`config.mk`:
```
export PLATFORM = sky130hd
export DESIGN_NAME = esp_ctrl
export DESIGN_NICKNAME = d
export VERILOG_FILES = /design/src/rtl/core/esp_pkg.sv /design/src/rtl/core/esp_ctrl.sv
export SDC_FILE = /design/constraint.sdc
export NUM_CORES = 1
export LEC_CHECK = 0
export BUFFER_PORTS_ARGS = -buffer_cell sky130_fd_sc_hd__buf_2
export CAP_MARGIN = 10
export CORE_AREA = 2 2 39 41
export CTS_CLUSTER_DIAMETER = 40
export CTS_CLUSTER_SIZE = 12
export DETAILED_ROUTE_END_ITERATION = 16
export DIE_AREA = 0 0 41 43
export PLACE_DENSITY_LB_ADDON = 0.12
export SLEW_MARGIN = 20
export SYNTH_ARGS = -nofsm -noshare
export SYNTH_HDL_FRONTEND = slang
export SYNTH_SLANG_ARGS = --single-unit
```
`constraint.sdc`:
```
create_clock -name clk -period 1.85 [get_ports clk]
set_input_delay 0.185 -clock clk [delete_from_list [all_inputs] [get_ports clk]]
set_output_delay 0.185 -clock clk [all_outputs]
set_load 0.03 [all_outputs]
```
`src/rtl/core/esp_pkg.sv`:
```
// ---------------------------------------------------------------------------
// esp_pkg: shared types and constants for the encoder speed PID block
// Command and status words between controller and datapath, datapath
// operation codes, register indexes and fixed-point constants.
// ---------------------------------------------------------------------------
package esp_pkg;

	localparam int GAIN_W   = 24;
	localparam int CNT_W    = 16;
	localparam int DUTY_W   = 14;
	localparam int SPEED_W  = 21;
	localparam int ERR_W    = 22;
	localparam int DERR_W   = 23;
	localparam int INTEG_W  = 48;
	localparam int PROD_W   = 48;
	localparam int ACC_W    = 64;
	localparam int CFG_IDX_W = 2;

	// register indexes of the configuration port
	localparam logic [CFG_IDX_W-1:0] REG_KP = 2'd0;
	localparam logic [CFG_IDX_W-1:0] REG_KI = 2'd1;
	localparam logic [CFG_IDX_W-1:0] REG_KD = 2'd2;

	localparam logic [GAIN_W-1:0] KP_RESET = 24'd6554;

	// one unit of drive is 65536 * 100 fraction steps
	localparam logic signed [ACC_W-1:0] FRAC_SCALE = 64'sd6553600;

	// ceil(2^30 / 100): exact quotient by 100 for inputs below 2^23
	localparam logic [GAIN_W-1:0] RECIP_100 = 24'd10737419;
	localparam int RECIP_SHIFT = 30;

	typedef enum logic [2:0] {
		OP_NONE,
		OP_MKD,
		OP_MKP,
		OP_MKI,
		OP_INT,
		OP_SUM,
		OP_RCP,
		OP_FIN
	} op_t;

	typedef struct packed {
		logic ready;
		op_t  op;
	} esp_cmd_t;

	typedef struct packed {
		logic start;
		logic out_free;
	} esp_stat_t;

endpackage

```
`src/rtl/core/esp_ctrl.sv`:
```
// ---------------------------------------------------------------------------
// esp_ctrl: sequencer of the encoder speed PID block
// Steps the datapath through one tick's operations and owns input ready.
// ---------------------------------------------------------------------------
module esp_ctrl import esp_pkg::*; (
	input  logic      clk,
	input  logic      arst_n,
	input  esp_stat_t stat,
	output esp_cmd_t  cmd
);

	typedef enum logic [2:0] {
		S_IDLE,
		S_MKD,
		S_MKP,
		S_MKI,
		S_INT,
		S_SUM,
		S_RCP,
		S_FIN
	} state_t;

	state_t   state_q;
	esp_cmd_t cmd_q;

	always_ff @(posedge clk or negedge arst_n) begin
		if (!arst_n) begin
			state_q     <= S_IDLE;
			cmd_q.ready <= 1'b1;
			cmd_q.op    <= OP_NONE;
		end else begin
			unique case (state_q)
				S_IDLE: begin
					if (stat.start) begin
						state_q     <= S_MKD;
						cmd_q.ready <= 1'b0;
						cmd_q.op    <= OP_MKD;
					end
				end
				S_MKD: begin
					state_q  <= S_MKP;
					cmd_q.op <= OP_MKP;
				end
				S_MKP: begin
					state_q  <= S_MKI;
					cmd_q.op <= OP_MKI;
				end
				S_MKI: begin
					state_q  <= S_INT;
					cmd_q.op <= OP_INT;
				end
				S_INT: begin
					state_q  <= S_SUM;
					cmd_q.op <= OP_SUM;
				end
				S_SUM: begin
					state_q  <= S_RCP;
					cmd_q.op <= OP_RCP;
				end
				S_RCP: begin
					state_q  <= S_FIN;
					cmd_q.op <= OP_FIN;
				end
				S_FIN: begin
					// hold until the output register can take the word
					if (stat.out_free) begin
						state_q     <= S_IDLE;
						cmd_q.ready <= 1'b1;
						cmd_q.op    <= OP_NONE;
					end
				end
			endcase
		end
	end

	assign cmd = cmd_q;

endmodule

```
==> flow_summary.yaml <==
synth:
  ys.warnings.count: 0
  post-synth-top-area-cell: "dfrtp_1"
  syn_area_um2: 288
  ys_seq_elements: 4
  synth.distinct_cells: 18
  synth_top_area_share_pct: 26.1
  syn_inst: 29
  seq_area_frac_synth_pct: 35.2
  synth_nets: 37
  syn_area_per_cell_um2: 9.92
  yosys-top-cells-area: "dfrtp_1, ha_1, dfstp_2, mux2i_1, nor3b_2"
timing:
  worst_slew_margin_rel_pct: 84.7
  hold_viol: 0
  fmaxAchievable_mhz: 635
  tns_ps: 0
  worst_pin_slew_ps: 226
  fin_crit_sh_pct: 85.1
  rsz0062_at_grt: "no"
  slew_viol_final: 0
  finalSetupViolations: 0
  layout_min_cycle_time_ps: 1570
  skew_ps: 8.02
setup_path:
  start_kind: "register"
  r2r_start: "cmd[0]"
  r2r-end: "cmd[1]"
  arrival_ps: 1690
  critPathKind: "reg -> reg"
  required_ps: 1970
  path_max_fanout: 6
  ff2ff_path_depth: 5
  cp-end-kind: "register"
  rrSetupSlack_ps: 280
place:
  place_inst: 52
  gp_congestion: 0.640
  port_buffers: 7
  dpl.hpwl_um: 467
floorplan:
  rows: 14
  die_height_um: 43
  die_w_um: 41
  core-area_um2: 1380
  start_util_pct: 20.8
  ios: 8
  dieArea_um2: 1760
route:
  drt-pass1-iter-count: 3
  vias: 239
  drc: 0
  drt_wl_total_um: 546
  wl_per_cell_um: 9.58
  viasPerCell: 4.19
  drt_iter0_markers: 2
  ant_nets: 0
global_route:
  use_met3_pct: 3.14
  grt_overflow: 0
  grt_max_degree: 9
  grt_pass1_vias: 226
  grt_usage_pct: 8.26
  met1_usage_pct: 9.74
  grt_pass1_wl_um: 917
  grt_use_met2_pct: 10.6
  grt_busiest_layer: "met2"
  antenna_found_initial: 0
clocking:
  cts_sinks: 4
  cts_resized: 0
  tritoncts: "built"
  htree_levels: 1
  cts.clk_slew.worst_paths_ps: 40
  post_cts_buffers: 0
  numCtsBuffers: 3
  root_buffer: "clkbuf_4"
  clkLatencyLatePin_ps: 230
  cts_buffer_depth: 2
  ctsHoldBuffers: 1
cells_and_area:
  layout.nets: 50
  syn_to_final_growth_pct: 31.7
  drive_above_1_share_pct: 31.7
  fin_cells: 57
  num_antenna_cells: 0
  largest_reg_flops: 4
flow_run:
  max-cap-violations: 0
worst_hold_path:
  hp-class: "in -> async"
pwr:
  leakage_nw: 0.185
  p_per_area_nw_per_um2: 1900
  peakVddDrop_uv: 580
status:
  status: "finished, final reports clean"
## worst max-delay path by stage
stage / startpoint / endpoint / slack (ps) / cells after the start
3_5_place_dp: cmd[0] / cmd[1] / 250 / 5
5_1_grt: cmd[0] / cmd[1] / 170 / 5
3_3_place_gp: cmd[0] / cmd[1] / 280 / 5
2_1_floorplan: cmd[0] / cmd[1] / 170 / 5
6_report: cmd[0] / cmd[1] / 280 / 5
4_1_cts: cmd[0] / cmd[1] / 250 / 5
## cells by family after synthesis
group / count (synthesis) / synth area share (%)
adders and majority gates: 4 / 17.4
and+or+nand+nor: 7 / 15.2
muxes: 3 / 10.9
DFF: 4 / 35.2
buffers and inverters: 3 / 3.91
AOI/OAI and AO/OA: 8 / 17.4
## cells in the mapped netlist (all sizes together)
| master | count |
|---|---|
| nor2 | 1 |
| or3b | 1 |
| mux2i | 2 |
| ha | 4 |
| o21ai | 2 |
| o311ai | 1 |
| nand2 | 3 |
| mux2 | 1 |
| dfstp | 1 |
| o31ai | 1 |
| o21bai | 1 |
| dfrtp | 3 |
| inv | 3 |
| a31oi | 1 |
| nor3b | 1 |
| a21oi | 2 |
| or2b | 1 |
## placed cells by master, fill, tap and decap left out
master         Yosys  routed
a21oi_1            2       2
nor3b_2            1       1
dfrtp_1            3       3
buf_2              0       7
o21ai_1            1       1
a31oi_1            1       1
o311ai_1           1       1
nor2_1             1       1
mux2i_1            2       2
dlygate4sd3_1      0       1
inv_1              3       3
o21bai_1           1       1
mux2_2             1       1
nand2_1            3       3
clkbuf_4           0       3
ha_1               4       4
dfstp_2            1       1
or3b_1             1       1
clkbuf_1           0       1
or2b_1             1       1
o21ai_0            1       1
o31ai_1            1       1
## layout make-up
class	instances	area (um^2)
multi-input combinational	22	175
fill	157	1000
tap	16	20.0
clock buffer	4	26.3
sequential	4	101
timing repair buffer	8	45.0
inverter	3	11.3
## report_power, final
| part | internal [mW] | switching [mW] |
|---|---|---|
| clock network | 0.0808 | 0.0342 |
| registers | 0.142 | 0.0583 |
| logic | 0.166 | 0.239 |
| total | 0.389 | 0.331 |
## critical path, cell delays in order, from the launching register on
cell	delay, ps
dfrtp_1	420
inv_1	90
ha_1	250
nor3b_2	170
a31oi_1	180
mux2_2	350
## metrics by stage
step	cell area (um^2)	setup slack [ps]	total power, mW	util, %	hold WS [ps]
floorplan	288	172	0.503	-	-111
detailed placement	343	252	0.614	24.8	-4.60
global placement	343	277	0.610	24.8	-8.30
CTS	379	251	0.736	27.4	277
global route	379	167	0.790	27.4	291
finish	379	276	0.720	27.4	283
## layer usage
layer / wire length, um / share of wire, % / vias to the layer above
met5: 0 / 0 / -
met4: 0 / 0 / 0
met3: 8 / 1.5 / 0
met2: 302 / 55 / 2
met1: 234 / 43 / 108
li1: - / - / 129
Power figures use the tool's default switching activity.
